`config.mk`:
```
export PLATFORM = sky130hd
export DESIGN_NAME = peak_hold_solenoid_sequencer_top
export DESIGN_NICKNAME = d
export VERILOG_FILES = /design/src/design/phss_pkg.sv /design/src/design/phss_ctrl.sv /design/src/design/phss_datapath.sv /design/src/design/peak_hold_solenoid_sequencer_top.sv
export SDC_FILE = /design/constraint.sdc
export NUM_CORES = 1
export LEC_CHECK = 0
export BUFFER_PORTS_ARGS = -buffer_cell sky130_fd_sc_hd__buf_2
export CAP_MARGIN = 20
export CORE_MARGIN = 2
export CORE_UTILIZATION = 65
export CTS_BUF_LIST = sky130_fd_sc_hd__clkbuf_2 sky130_fd_sc_hd__clkbuf_4 sky130_fd_sc_hd__clkbuf_8
export DETAILED_ROUTE_END_ITERATION = 8
export PLACE_DENSITY = 0.84
export SLEW_MARGIN = 10
export SYNTH_ARGS = -nofsm -noshare
export SYNTH_HDL_FRONTEND = slang
export SYNTH_SLANG_ARGS = --single-unit
```
`constraint.sdc`:
```
create_clock -name clk -period 11.79 [get_ports clk]
set_input_delay 0.5895 -clock clk [delete_from_list [all_inputs] [get_ports clk]]
set_output_delay 0.5895 -clock clk [all_outputs]
set_load 0.01 [all_outputs]
```
`src/design/phss_pkg.sv`:
```
`timescale 1ns / 1ps
`default_nettype none
package phss_pkg;

  localparam int GUN_COUNT   = 4;
  localparam int MAX_RESULTS = 4;
  localparam int GUN_W       = (GUN_COUNT > 1) ? $clog2(GUN_COUNT) : 1;
  localparam int CNT_W       = $clog2(MAX_RESULTS + 1);

  localparam int ACT_W      = 3;
  localparam int GUNF_W     = 3;
  localparam int HOLD_MS_W  = 16;
  localparam int THR_W      = 12;
  localparam int US_W       = 23;
  localparam int PROD_W     = 26;
  localparam int CFG_IDX_W  = 2;
  localparam int CFG_DATA_W = 23;

  localparam logic [US_W-1:0]   HOLD_MIN_US = 23'd50;
  localparam logic [US_W-1:0]   HOLD_MAX_US = 23'd5000000;
  localparam logic [PROD_W-1:0] US_PER_MS   = 26'd1000;

  localparam logic [ACT_W-1:0] ACT_FIRE      = 3'd0;
  localparam logic [ACT_W-1:0] ACT_PEAK_EDGE = 3'd1;
  localparam logic [ACT_W-1:0] ACT_TICK      = 3'd2;
  localparam logic [ACT_W-1:0] ACT_ABORT     = 3'd3;
  localparam logic [ACT_W-1:0] ACT_ABORT_ALL = 3'd4;
  localparam logic [ACT_W-1:0] ACT_QUERY     = 3'd5;

  localparam logic [CFG_IDX_W-1:0] REG_PICK_THR  = 2'd0;
  localparam logic [CFG_IDX_W-1:0] REG_HOLD_THR  = 2'd1;
  localparam logic [CFG_IDX_W-1:0] REG_NEAR_ZERO = 2'd2;
  localparam logic [CFG_IDX_W-1:0] REG_DEF_HOLD  = 2'd3;

  typedef enum logic [1:0] {
    PH_IDLE = 2'd0,
    PH_PEAK = 2'd1,
    PH_HOLD = 2'd2
  } phase_t;

  typedef struct packed {
    logic load;
    logic single;
    logic step;
  } phss_cmd_t;

  typedef struct packed {
    logic in_scan;
    logic in_undef;
    logic emit;
    logic scan_end;
    logic slot_free;
  } phss_status_t;

endpackage
`default_nettype wire

```
`src/design/phss_ctrl.sv`:
```
`timescale 1ns / 1ps
`default_nettype none
module phss_ctrl (
  input  wire logic                  clk,
  input  wire logic                  rst,
  input  wire logic                  in_valid,
  output logic                       in_stall,
  input  wire phss_pkg::phss_status_t sts,
  output phss_pkg::phss_cmd_t        cmd
);

  typedef enum logic [1:0] {
    S_IDLE,
    S_SINGLE,
    S_SCAN
  } state_t;

  state_t state;

  always_comb begin
    cmd        = '0;
    cmd.load   = (state == S_IDLE) && in_valid && !in_stall;
    cmd.single = (state == S_SINGLE) && sts.slot_free;
    cmd.step   = (state == S_SCAN) && (!sts.emit || sts.slot_free);
  end

  always_ff @(posedge clk) begin
    if (rst) begin
      state    <= S_IDLE;
      in_stall <= 1'b0;
    end else begin
      case (state)
        S_IDLE: begin
          if (cmd.load && !sts.in_undef) begin
            state    <= sts.in_scan ? S_SCAN : S_SINGLE;
            in_stall <= 1'b1;
          end
        end
        S_SINGLE: begin
          if (cmd.single) begin
            state    <= S_IDLE;
            in_stall <= 1'b0;
          end
        end
        S_SCAN: begin
          if (cmd.step && sts.scan_end) begin
            state    <= S_IDLE;
            in_stall <= 1'b0;
          end
        end
        default: begin
          state    <= S_IDLE;
          in_stall <= 1'b0;
        end
      endcase
    end
  end

endmodule
`default_nettype wire

```
`src/design/phss_datapath.sv`:
```
`timescale 1ns / 1ps
`default_nettype none
module phss_datapath (
  input  wire logic                                clk,
  input  wire logic                                rst,
  input  wire phss_pkg::phss_cmd_t                 cmd,
  output phss_pkg::phss_status_t                   sts,
  input  wire logic [phss_pkg::ACT_W-1:0]          action,
  input  wire logic [phss_pkg::GUNF_W-1:0]         gun,
  input  wire logic [phss_pkg::HOLD_MS_W-1:0]      hold_ms,
  input  wire logic                                armed,
  output logic                                     out_valid,
  input  wire logic                                out_stall,
  output logic [phss_pkg::GUNF_W-1:0]              gun_out,
  output logic                                     accepted,
  output logic [1:0]                               phase,
  output logic                                     threshold_write,
  output logic [phss_pkg::THR_W-1:0]               threshold_mv,
  output logic                                     in1_drive,
  output logic                                     cmp_route,
  output logic                                     peak_edge_enable,
  output logic                                     last,
  input  wire logic                                cfg_valid,
  output logic                                     cfg_ready,
  input  wire logic [phss_pkg::CFG_IDX_W-1:0]      cfg_index,
  input  wire logic [phss_pkg::CFG_DATA_W-1:0]     cfg_data
);

  // configuration
  logic [phss_pkg::THR_W-1:0] pick_thr;
  logic [phss_pkg::THR_W-1:0] hold_thr;
  logic [phss_pkg::THR_W-1:0] near_zero_thr;
  logic [phss_pkg::US_W-1:0]  def_hold;

  // per-gun state
  phss_pkg::phase_t          gun_phase [phss_pkg::GUN_COUNT];
  logic [phss_pkg::US_W-1:0] hold_rem  [phss_pkg::GUN_COUNT];
  logic                      mux_st    [phss_pkg::GUN_COUNT];

  // latched input word and scan state
  logic [phss_pkg::ACT_W-1:0]     act_q;
  logic [phss_pkg::GUNF_W-1:0]    gun_q;
  logic [phss_pkg::HOLD_MS_W-1:0] hold_ms_q;
  logic                           armed_q;
  logic [phss_pkg::GUN_COUNT-1:0] hit_mask;
  logic [phss_pkg::GUN_W-1:0]     scan_idx;
  logic [phss_pkg::CNT_W-1:0]     res_cnt;

  logic [phss_pkg::GUN_COUNT-1:0] hit_mask_next;
  logic                           in_tick;
  logic                           in_abort_all;

  assign cfg_ready    = 1'b1;
  assign in_tick      = (action == phss_pkg::ACT_TICK);
  assign in_abort_all = (action == phss_pkg::ACT_ABORT_ALL);

  always_comb begin
    for (int i = 0; i < phss_pkg::GUN_COUNT; i++) begin
      hit_mask_next[i] =
        (in_tick && (gun_phase[i] == phss_pkg::PH_HOLD) &&
         (hold_rem[i] <= phss_pkg::US_W'(1))) ||
        (in_abort_all && (gun_phase[i] != phss_pkg::PH_IDLE));
    end
  end

  // scan step status
  logic scan_hit;
  logic scan_rest;
  logic scan_last;

  always_comb begin
    scan_hit  = hit_mask[scan_idx];
    scan_rest = 1'b0;
    for (int j = 0; j < phss_pkg::GUN_COUNT; j++) begin
      if (phss_pkg::GUN_W'(j) > scan_idx && hit_mask[j]) begin
        scan_rest = 1'b1;
      end
    end
    scan_last = !scan_rest || (res_cnt == phss_pkg::CNT_W'(phss_pkg::MAX_RESULTS - 1));
  end

  always_comb begin
    sts           = '0;
    sts.in_scan   = in_tick || in_abort_all;
    sts.in_undef  = (action > phss_pkg::ACT_QUERY);
    sts.emit      = scan_hit && (res_cnt < phss_pkg::CNT_W'(phss_pkg::MAX_RESULTS));
    sts.scan_end  = (scan_idx == phss_pkg::GUN_W'(phss_pkg::GUN_COUNT - 1));
    sts.slot_free = !out_valid || !out_stall;
  end

  // single-gun action
  logic                       g_ok;
  logic [phss_pkg::GUN_W-1:0] gi;
  logic [phss_pkg::PROD_W-1:0] prod_us;
  logic [phss_pkg::PROD_W-1:0] req_us;
  logic [phss_pkg::US_W-1:0]  clamp_us;
  phss_pkg::phase_t           cur_ph;
  phss_pkg::phase_t           new_ph;
  logic                       new_mux;
  logic                       sg_acc;
  logic                       sg_tw;
  logic [phss_pkg::THR_W-1:0] sg_thr;
  logic                       wr_rem;
  logic [phss_pkg::US_W-1:0]  rem_val;

  assign g_ok = ({1'b0, gun_q} < (phss_pkg::GUNF_W + 1)'(phss_pkg::GUN_COUNT));
  assign gi   = phss_pkg::GUN_W'(gun_q);

  always_comb begin
    prod_us = phss_pkg::PROD_W'(hold_ms_q) * phss_pkg::US_PER_MS;
    req_us  = (hold_ms_q == '0) ? phss_pkg::PROD_W'(def_hold) : prod_us;
    if (req_us < phss_pkg::PROD_W'(phss_pkg::HOLD_MIN_US)) begin
      clamp_us = phss_pkg::HOLD_MIN_US;
    end else if (req_us > phss_pkg::PROD_W'(phss_pkg::HOLD_MAX_US)) begin
      clamp_us = phss_pkg::HOLD_MAX_US;
    end else begin
      clamp_us = phss_pkg::US_W'(req_us);
    end
  end

  always_comb begin
    cur_ph  = g_ok ? gun_phase[gi] : phss_pkg::PH_IDLE;
    new_ph  = cur_ph;
    new_mux = g_ok ? mux_st[gi] : 1'b0;
    sg_acc  = 1'b0;
    sg_tw   = 1'b0;
    sg_thr  = '0;
    wr_rem  = 1'b0;
    rem_val = '0;
    if (g_ok) begin
      case (act_q)
        phss_pkg::ACT_FIRE: begin
          if (armed_q && cur_ph == phss_pkg::PH_IDLE) begin
            new_ph  = phss_pkg::PH_PEAK;
            new_mux = 1'b1;
            sg_acc  = 1'b1;
            sg_tw   = 1'b1;
            sg_thr  = pick_thr;
            wr_rem  = 1'b1;
            rem_val = clamp_us;
          end
        end
        phss_pkg::ACT_PEAK_EDGE: begin
          if (cur_ph == phss_pkg::PH_PEAK) begin
            new_ph = phss_pkg::PH_HOLD;
            sg_acc = 1'b1;
            sg_tw  = 1'b1;
            sg_thr = hold_thr;
          end
        end
        phss_pkg::ACT_ABORT: begin
          if (cur_ph != phss_pkg::PH_IDLE) begin
            new_ph = phss_pkg::PH_IDLE;
            sg_acc = 1'b1;
            sg_tw  = 1'b1;
            sg_thr = near_zero_thr;
            wr_rem = 1'b1;
          end
        end
        phss_pkg::ACT_QUERY: begin
          sg_acc = 1'b1;
        end
        default: begin
        end
      endcase
    end
  end

  always_ff @(posedge clk) begin
    if (rst) begin
      pick_thr      <= 12'd2000;
      hold_thr      <= 12'd800;
      near_zero_thr <= 12'd100;
      def_hold      <= 23'd50;
      for (int i = 0; i < phss_pkg::GUN_COUNT; i++) begin
        gun_phase[i] <= phss_pkg::PH_IDLE;
        hold_rem[i]  <= '0;
        mux_st[i]    <= 1'b0;
      end
      out_valid <= 1'b0;
      scan_idx  <= '0;
      res_cnt   <= '0;
      hit_mask  <= '0;
    end else begin
      if (cfg_valid && cfg_ready) begin
        case (cfg_index)
          phss_pkg::REG_PICK_THR:  pick_thr      <= phss_pkg::THR_W'(cfg_data);
          phss_pkg::REG_HOLD_THR:  hold_thr      <= phss_pkg::THR_W'(cfg_data);
          phss_pkg::REG_NEAR_ZERO: near_zero_thr <= phss_pkg::THR_W'(cfg_data);
          phss_pkg::REG_DEF_HOLD:  def_hold      <= cfg_data;
          default: begin
          end
        endcase
      end

      if (cmd.single || (cmd.step && sts.emit)) begin
        out_valid <= 1'b1;
      end else if (!out_stall) begin
        out_valid <= 1'b0;
      end

      if (cmd.load) begin
        act_q     <= action;
        gun_q     <= gun;
        hold_ms_q <= hold_ms;
        armed_q   <= armed;
        hit_mask  <= hit_mask_next;
        scan_idx  <= '0;
        res_cnt   <= '0;
      end

      if (cmd.single) begin
        gun_out          <= gun_q;
        accepted         <= sg_acc;
        phase            <= new_ph;
        threshold_write  <= sg_tw;
        threshold_mv     <= sg_thr;
        in1_drive        <= g_ok && (new_ph != phss_pkg::PH_IDLE);
        cmp_route        <= new_mux;
        peak_edge_enable <= g_ok && (new_ph == phss_pkg::PH_PEAK);
        last             <= 1'b1;
        if (g_ok) begin
          gun_phase[gi] <= new_ph;
          mux_st[gi]    <= new_mux;
          if (wr_rem) begin
            hold_rem[gi] <= rem_val;
          end
        end
      end

      if (cmd.step) begin
        scan_idx <= scan_idx + 1'b1;
        if (scan_hit) begin
          // expiry or abort-all: decay the gun
          gun_phase[scan_idx] <= phss_pkg::PH_IDLE;
          hold_rem[scan_idx]  <= '0;
        end else if (act_q == phss_pkg::ACT_TICK &&
                     gun_phase[scan_idx] == phss_pkg::PH_HOLD) begin
          hold_rem[scan_idx] <= hold_rem[scan_idx] - 1'b1;
        end
        if (sts.emit) begin
          res_cnt          <= res_cnt + 1'b1;
          gun_out          <= phss_pkg::GUNF_W'(scan_idx);
          accepted         <= 1'b1;
          phase            <= phss_pkg::PH_IDLE;
          threshold_write  <= 1'b1;
          threshold_mv     <= near_zero_thr;
          in1_drive        <= 1'b0;
          cmp_route        <= mux_st[scan_idx];
          peak_edge_enable <= 1'b0;
          last             <= scan_last;
        end
      end
    end
  end

endmodule
`default_nettype wire

```
`src/design/peak_hold_solenoid_sequencer_top.sv`:
```
`timescale 1ns / 1ps
`default_nettype none
// Peak-and-hold sequencer for four solenoid guns. Fire, peak edge, abort and
// query are each accepted, then give one result word; microsecond tick and
// abort-all walk the guns one per cycle through a shared countdown decrement
// (held while a due word meets a stalled one) and give one word per gun that
// expires or is aborted. Actions 6 and 7 are taken with no word. Hold times
// are clamped to 50 us .. 5 s; thresholds are passed through in mV.
module peak_hold_solenoid_sequencer_top (
  input  wire logic                            clk,
  input  wire logic                            rst,
  input  wire logic                            in_valid,
  output logic                                 in_stall,
  input  wire logic [phss_pkg::ACT_W-1:0]      action,
  input  wire logic [phss_pkg::GUNF_W-1:0]     gun,
  input  wire logic [phss_pkg::HOLD_MS_W-1:0]  hold_ms,
  input  wire logic                            armed,
  output logic                                 out_valid,
  input  wire logic                            out_stall,
  output logic [phss_pkg::GUNF_W-1:0]          gun_out,
  output logic                                 accepted,
  output logic [1:0]                           phase,
  output logic                                 threshold_write,
  output logic [phss_pkg::THR_W-1:0]           threshold_mv,
  output logic                                 in1_drive,
  output logic                                 cmp_route,
  output logic                                 peak_edge_enable,
  output logic                                 last,
  input  wire logic                            cfg_valid,
  output logic                                 cfg_ready,
  input  wire logic [phss_pkg::CFG_IDX_W-1:0]  cfg_index,
  input  wire logic [phss_pkg::CFG_DATA_W-1:0] cfg_data
);

  phss_pkg::phss_cmd_t    cmd;
  phss_pkg::phss_status_t sts;

  phss_ctrl u_ctrl (
    .clk      (clk),
    .rst      (rst),
    .in_valid (in_valid),
    .in_stall (in_stall),
    .sts      (sts),
    .cmd      (cmd)
  );

  phss_datapath u_dp (
    .clk              (clk),
    .rst              (rst),
    .cmd              (cmd),
    .sts              (sts),
    .action           (action),
    .gun              (gun),
    .hold_ms          (hold_ms),
    .armed            (armed),
    .out_valid        (out_valid),
    .out_stall        (out_stall),
    .gun_out          (gun_out),
    .accepted         (accepted),
    .phase            (phase),
    .threshold_write  (threshold_write),
    .threshold_mv     (threshold_mv),
    .in1_drive        (in1_drive),
    .cmp_route        (cmp_route),
    .peak_edge_enable (peak_edge_enable),
    .last             (last),
    .cfg_valid        (cfg_valid),
    .cfg_ready        (cfg_ready),
    .cfg_index        (cfg_index),
    .cfg_data         (cfg_data)
  );

endmodule
`default_nettype wire

```
==> reports/qor.yml, run 1 <==
drt:
  dr.pass1.iters: 6
  viasPerCell: 6.29
  avgRoutedWirePerCell_um: 20.4
  vias: 10800
  drt_iter0_drc: 1084
  drc_errors: 0
  wl_mm: 35.2
  postRouteAntennaNets: 0
global_route:
  antenna_found_initial: 0
  grt_max_degree: 68
  grtUsageTotal: 0.322
  grt_pass1_vias: 10800
  grt_pass1_wl_mm: 56.1
  grt-ovfl-total: 0
timing:
  fin_ws_ns: 5.53
  setup_tns_ns: 0
  fin_crit_sh: 0.531
  skew_ns: 0.0259
  final_max_slew_viol_count: 0
  fmax_mhz: 160
  whs_ns: 0.214
  tightest_slew_ns: 1.07
  rsz0062_at_grt: "false"
  relSlewSlack: 0.286
  setup_viol: 0
  layout_min_cycle_time_ns: 6.26
  finalHoldViolCount: 0
synth:
  ys_types: 86
  yosys_warnings: 0
  netlist_instances: 1345
  synth_nets: 1518
  synth_edf_count: 150
  syn_avg_cell_area_um2: 10.3
  async_reset_ff_frac: 0
  yosysSeqAreaShare: 0.437
  synth.ff_latch_count: 226
  synth_ff_type: "edfxtp_1"
  syn_area_um2: 13800
cells_and_area:
  final.fill_count: 1461
  layout-drive-gt1-share: 0.154
  n_antenna_cell: 0
  area_delta_synth_final_pct: 10.6
  fin_area_um2: 15300
  nets: 1591
clock_network:
  cts_buffers: 38
  hold_buffers: 0
  clockRootBuffer: "clkbuf_8"
  clk_latency_ns: 0.55
  clk_pin_slew_worst_paths_ns: 0.07
  tritoncts: "built"
  cts_sinks: 226
  h-tree-depth: 2
  cts_buffer_depth: 3
  post_cts_buffers: 0
  post_cts_resized: 0
floorplan:
  die_area_um2: 22400
  fp-row-count: 53
  core_area_um2: 21000
  start_util: 0.658
  die_height_um: 150
  boundaryPins: 79
  die_x_um: 150
placement:
  placed_area_um2: 14400
  io_buffers: 77
  hpwl_mm: 25.2
  place_ws_ns: 5.62
  finalWeightedCongestion: 0.995
pwr:
  leakagePower_nw: 6.02
  powerDensity_nw_per_um2: 201
  ir_worst_vdd_mv: 0.139
worst_setup_path:
  cp_max_fo: 7
  cp.arrival_ns: 6.52
  critPathRequiredTime_ns: 12.05
  critPathCaptureType: "flip-flop"
  path_class: "reg -> reg"
  critPathLaunchType: "flip-flop"
flow_run:
  cap_violations: 0
worst_hold_path:
  hold_class: "in -> reg"
outcome:
  status: "complete, no violations"
## flip-flops by register name, summed over array words and instances (netlist names), 2 cells and up, named ones only
signal / flops
u_dp.phase: 2
u_dp.scan_idx: 2
u_dp.act_q: 3
u_dp.def_hold: 23
u_dp.threshold_mv: 12
u_dp.res_cnt: 3
u_dp.gun_phase: 8
u_dp.mux_st: 4
u_dp.pick_thr: 12
u_dp.gun_out: 3
u_dp.near_zero_thr: 12
u_dp.hit_mask: 4
u_ctrl.state: 2
u_dp.hold_ms_q: 16
u_dp.hold_rem: 92
u_dp.hold_thr: 12
u_dp.gun_q: 3
## final cells by class
cell class                      count  area (um^2)  area share
Inverter                          116          435      0.0285
Clock inverter                     10         91.3     0.00599
Timing Repair Buffer               92          558      0.0366
Multi-Input combinational cell    944         7100       0.465
Sequential cell                   226         6030       0.395
Tap cell                          275          344      0.0225
Clock buffer                       58          704      0.0462
## placed cells by master, fill, tap and decap left out, types with 19 or more instances in the layout
cell type    n
clkbuf_8    43
a22oi_1     25
nor4_1      24
nand3_1     21
mux4_2      28
ha_1        66
dfxtp_1     75
o21ai_0     46
edfxtp_1   150
a21oi_1     85
xnor2_1     19
nand2_1    165
nor3_1      23
buf_2       77
mux2i_1     19
inv_1      115
fa_1        54
nor2_1     142
## logic make-up (layout without fill, tap and decap cells)
group	Yosys count	count (layout)	share of synthesized area
AND/OR/NAND/NOR	484	484	0.165
AO/OA/AOI/OAI	252	252	0.125
flip-flops	226	226	0.437
buffers and inverters	175	276	0.0495
adder cells (fa/ha/maj)	120	120	0.138
multiplexers	51	51	0.0627
XOR/XNOR	36	36	0.0229
other	1	1	0.000272
## metrics by stage
| step | power, mW | util | cells |
|---|---|---|---|
| after floorplan | 1.97 | - | 1345 |
| after global placement | 2.27 | 0.686 | 1649 |
| after detailed placement | 2.30 | 0.688 | 1651 |
| after CTS | 3.03 | 0.726 | 1719 |
| after global routing | 3.24 | 0.728 | 1721 |
| final | 3.06 | 0.728 | 1721 |
## critical path, cell delays in order (launching register included)
cell,delay [ns]
edfxtp_1,0.42
inv_1,0.28
fa_1,0.50
fa_1,0.52
inv_1,0.05
fa_1,0.50
inv_1,0.06
fa_1,0.50
inv_1,0.04
ha_1,0.37
a21oi_1,0.13
o21ai_0,0.41
a211oi_1,0.10
a211o_1,0.28
a221oi_1,0.57
or2_2,0.26
nor4b_1,0.05
and4b_1,0.29
a221oi_1,0.54
nor2_1,0.11
## cells in the mapped netlist, drive strengths merged (8+ instances only)
cell type    n  share of area
o21ai       50          0.018
clkbuf      39          0.011
ha          66          0.060
nor3        23         0.0083
o31ai        8         0.0063
nor2b       17         0.0077
edfxtp     150           0.33
xor2        17          0.011
mux4        28          0.046
inv        115          0.031
nand2      165          0.045
and2        11         0.0050
nor2       145          0.040
xnor2       19          0.012
mux2i       19          0.014
dfxtp       76           0.11
nand4       14         0.0063
nor4        24          0.011
a22oi       25          0.014
nand2b      12         0.0054
a21oi       89          0.033
buf         20         0.0073
or3         10         0.0045
nand3       21         0.0076
a31oi       13         0.0063
fa          54          0.078
## power by group
| group | internal [mW] | switching, mW |
|---|---|---|
| Clock | 0.407 | 0.323 |
| Sequential | 0.886 | 0.0307 |
| Combinational | 0.530 | 0.886 |
| Total | 1.82 | 1.24 |
## worst paths after layout
kind	startpoint	to	slack [ns]	depth (start not counted)
worst min-delay path	hold_ms[11]	u_dp.hold_ms_q[11]$_DFFE_PP_	0.21	1
worst min register to register	u_dp.near_zero_thr[10]$_SDFFE_PP0P_	u_dp.near_zero_thr[10]$_SDFFE_PP0P_	0.46	2
worst max-delay path	u_dp.hold_ms_q[10]$_DFFE_PP_	u_dp.hold_rem[2][1]$_SDFFCE_PN0P_	5.53	19
worst max register to register	u_dp.hold_ms_q[10]$_DFFE_PP_	u_dp.hold_rem[2][1]$_SDFFCE_PN0P_	5.53	19
## metal layers
metal / track usage / up-vias / wire length, um
li1: - / 4939 / -
met3: 0.0701 / 87 / 3410
met1: 0.434 / 5190 / 13900
met2: 0.519 / 616 / 16700
met4: 0.117 / 0 / 1090
met5: 0 / - / 0
No activity file was read; power rests on OpenSTA's default activity.
==> inputs of run 2 (changes only) <==
Settings changed: ABC_AREA set to 1, CORE_UTILIZATION 65 to 58, PLACE_DENSITY 0.84 to 0.79.
Clock period 11.79 ns to 5.25 ns, I/O delays scaled along.
==> run 2 against run 1 <==
Against the previous run: routed wire length up 15%; flip-flop and latch count unchanged; sequential power is 120% higher; register-to-register slack worse by 5.4 ns; die area rose by 18%; fmax up 23%; synthesized cell count grew 30%; non-clock buffer count is 95 higher; largest power group unchanged; highest routed layer unchanged.
==> reports/qor.yml, run 2 <==
outcome:
  status: "complete, no violations"
synth:
  synth_edf_count: 150
  synth_ff_type: "edfxtp_1"
  yosys_warnings: 0
  synth_fa_ha_area_frac: 0.130
  synth_mux_area_frac: 0
  yosys-top-cells-count: "nand2_1, inv_1, a21oi_1"
  async_reset_ff_frac: 0
  synth.ff_latch_count: 226
  yosysSeqAreaShare: 0.412
  netlist_instances: 1752
  yosysMostFrequentCell: "nand2_1"
  synth-compound-area-share: 0.142
  synth_top_family_by_area: "simple AND/OR/NAND/NOR gates"
  syn_avg_cell_area_um2: 8.35
  synth.area.top_cells: "edfxtp_1, dfxtp_1, nand2_1"
  syn_area_um2: 14600
  yosysTopAreaCellShare: 0.308
  synth-simple-area-share: 0.212
  synth-xor-area-share: 0.00599
  ys_types: 63
  synth_nets: 1925
  yosysTopAreaCell: "edfxtp_1"
flow_run:
  cap_violations: 0
pwr:
  powerDensity_nw_per_um2: 431
  sw_frac_of_total: 0.412
  leakagePower_nw: 7.61
  p_int_mw: 4.42
  switchingPower_mw: 3.09
  ir_worst_vdd_mv: 0.301
  power_frac_seq: 0.272
  power_frac_comb: 0.499
  clkPwrFrac: 0.229
worst_setup_path:
  critical_path_buf_inv_count: 7
  crit_cells: 26
  path_common_cell: "fa_1"
  cp.arrival_ns: 5.37
  r2r_end: "u_dp.hold_rem[1][14]$_SDFFCE_PN0P_"
  critPathCaptureType: "flip-flop"
  cpLargestDelayFamily: "adder cells"
  setup.worst_path.end: "u_dp.hold_rem[1][14]$_SDFFCE_PN0P_"
  critPathMaxStageDelay_ns: 0.55
  cp-startpoint: "u_dp.hold_ms_q[3]$_DFFE_PP_"
  critPathLaunchType: "flip-flop"
  timing.rr.start: "u_dp.hold_ms_q[3]$_DFFE_PP_"
  cp_max_fo: 6
  path_class: "reg -> reg"
  rrSetupSlack_ns: 0.15
  critPathRequiredTime_ns: 5.53
  r2r_cells: 26
  slowest_stage: "fa_1"
cells_and_area:
  top_regs: "u_dp.hold_rem (92), u_dp.def_hold (23), u_dp.hold_ms_q (16)"
  nets: 2099
  post-route-util: 0.698
  instances_no_fill: 2285
  layout_common_cells: "nand2_1, inv_1, edfxtp_1"
  layout-drive-gt1-share: 0.202
  final_common_cell: "nand2_1"
  fin_area_um2: 17400
  top_register: "u_dp.hold_rem"
  largest_reg_flops: 92
  area_delta_synth_final_pct: 19.1
  n_antenna_cell: 0
timing:
  fin_crit_sh: 0.971
  setup_viol: 0
  fmax_mhz: 196
  setup_tns_ns: 0
  tightest_slew_ns: 0.958
  finalHoldViolCount: 0
  relSlewSlack: 0.362
  skew_ns: 0.0395
  whs_ns: 0.0153
  final_max_slew_viol_count: 0
  layout_min_cycle_time_ns: 5.10
drt:
  postRouteAntennaNets: 0
  dr.pass1.iters: 6
  wl_mm: 40.5
  avgRoutedWirePerCell_um: 17.7
  drc_errors: 0
  drt_iter0_drc: 1292
  viasPerCell: 5.72
  vias: 13100
floorplan:
  fp-row-count: 58
  start_util: 0.586
  boundaryPins: 79
  die_area_um2: 26500
  core_area_um2: 25000
  die_height_um: 163
  die_x_um: 163
clock_network:
  clk_pin_slew_worst_paths_ns: 0.06
  clockRootBuffer: "clkbuf_8"
  cts_sinks: 226
  tritoncts: "built"
  cts_buffers: 39
  cts_buffer_depth: 3
  clk_latency_ns: 0.57
  h-tree-depth: 2
global_route:
  grtUsageTotal: 0.301
  grt_pass1_wl_mm: 63.1
  grt-ovfl-total: 0
  grt_pass1_vias: 12700
  grt_max_degree: 99
  antenna_found_initial: 0
worst_hold_path:
  min_path_cells: 3
  hold_class: "in -> reg"
placement:
  placed_area_um2: 15500
  finalWeightedCongestion: 0.941
  io_buffers: 77
  hpwl_mm: 28.4
  dp.cells: 2154
==> run 2: cell count changes in the layout (fill, tap and decap cells not counted), sizes merged, moves of 38 or more <==
cell         previous run  this run
inv                   116       294
dlygate4sd3             0        38
nand2                 165       362
nand3                  21       103
o21ai                  50       114
a21oi                  89       166
buf                    92       149
==> run 2: final cells by class <==
type	instances	area, um^2
Clock buffer	54	687
Clock inverter	16	143
Timing Repair Buffer	187	1340
Fill cell	1950	7530
Inverter	297	1120
Multi-Input combinational cell	1175	7700
Tap cell	330	413
Sequential cell	226	6030
==> run 2: repair_timing <==
item | in CTS | in global routing
buffers inserted | 0 | 23
gates resized for setup | 13 | 114
pin swaps | 0 | 42
hold buffers | 38 | 0
setup endpoints to repair | 59 | 92
hold endpoints to repair | 43 | 0
==> run 2: worst min path at each step <==
stage,startpoint,to
after floorplan,action[0],u_dp.act_q[0]$_DFFE_PP_
after global placement,hold_ms[1],u_dp.hold_ms_q[1]$_DFFE_PP_
after detailed placement,hold_ms[2],u_dp.hold_ms_q[2]$_DFFE_PP_
after CTS,cfg_data[19],u_dp.def_hold[19]$_SDFFE_PP0P_
after global routing,cfg_data[1],u_dp.def_hold[1]$_SDFFE_PP1P_
final,cfg_data[1],u_dp.def_hold[1]$_SDFFE_PP1P_
==> run 2: worst reg2reg max path, stage by stage, from the launching register on <==
cell,delay [ns]
edfxtp_1,0.37
inv_2,0.07
buf_4,0.14
fa_1,0.46
fa_1,0.55
fa_1,0.44
fa_1,0.52
inv_1,0.07
ha_4,0.27
nand2_1,0.10
nand2_2,0.08
inv_1,0.06
nand2_1,0.08
nand2_2,0.09
nand3_2,0.12
nand2_1,0.10
nand3_2,0.10
nand2_2,0.11
buf_4,0.12
nand3_1,0.09
nor2_1,0.11
nand4_1,0.18
nand3_2,0.19
clkinvlp_4,0.12
buf_12,0.15
nand2_4,0.09
a21oi_1,0.07
==> run 2: kinds of logic (layout without fill, tap and decap cells) <==
kind of cell | Yosys count | count (layout)
xor+xnor | 10 | 10
simple gates | 684 | 684
flops | 226 | 226
fa+ha+maj | 120 | 120
buf+inv | 351 | 554
compound gates | 360 | 360
other cells | 1 | 1
==> run 2: per-layer routing <==
layer  GRT usage  routed length (um)
met5           0                   0
met4       0.104                1380
met2       0.523               19900
met3      0.0484                3060
met1       0.381               16100
==> run 2: power by group through the flow <==
stage	Sequential, mW	Combinational (mW)	Clock, mW
CTS	2.04	2.90	1.73
finish	2.04	3.75	1.72
detailed placement	2.08	2.84	0
global route	2.05	4.09	1.80
floorplan	2.07	2.02	0
global placement	2.08	2.80	0
==> run 2: metrics by stage <==
step	power (mW)	setup slack [ns]
6_report	7.52	0.153
5_1_grt	7.94	-0.0740
4_1_cts	6.68	0.00199
3_5_place_dp	4.92	-0.157
3_3_place_gp	4.88	-0.137
2_1_floorplan	4.10	0.423
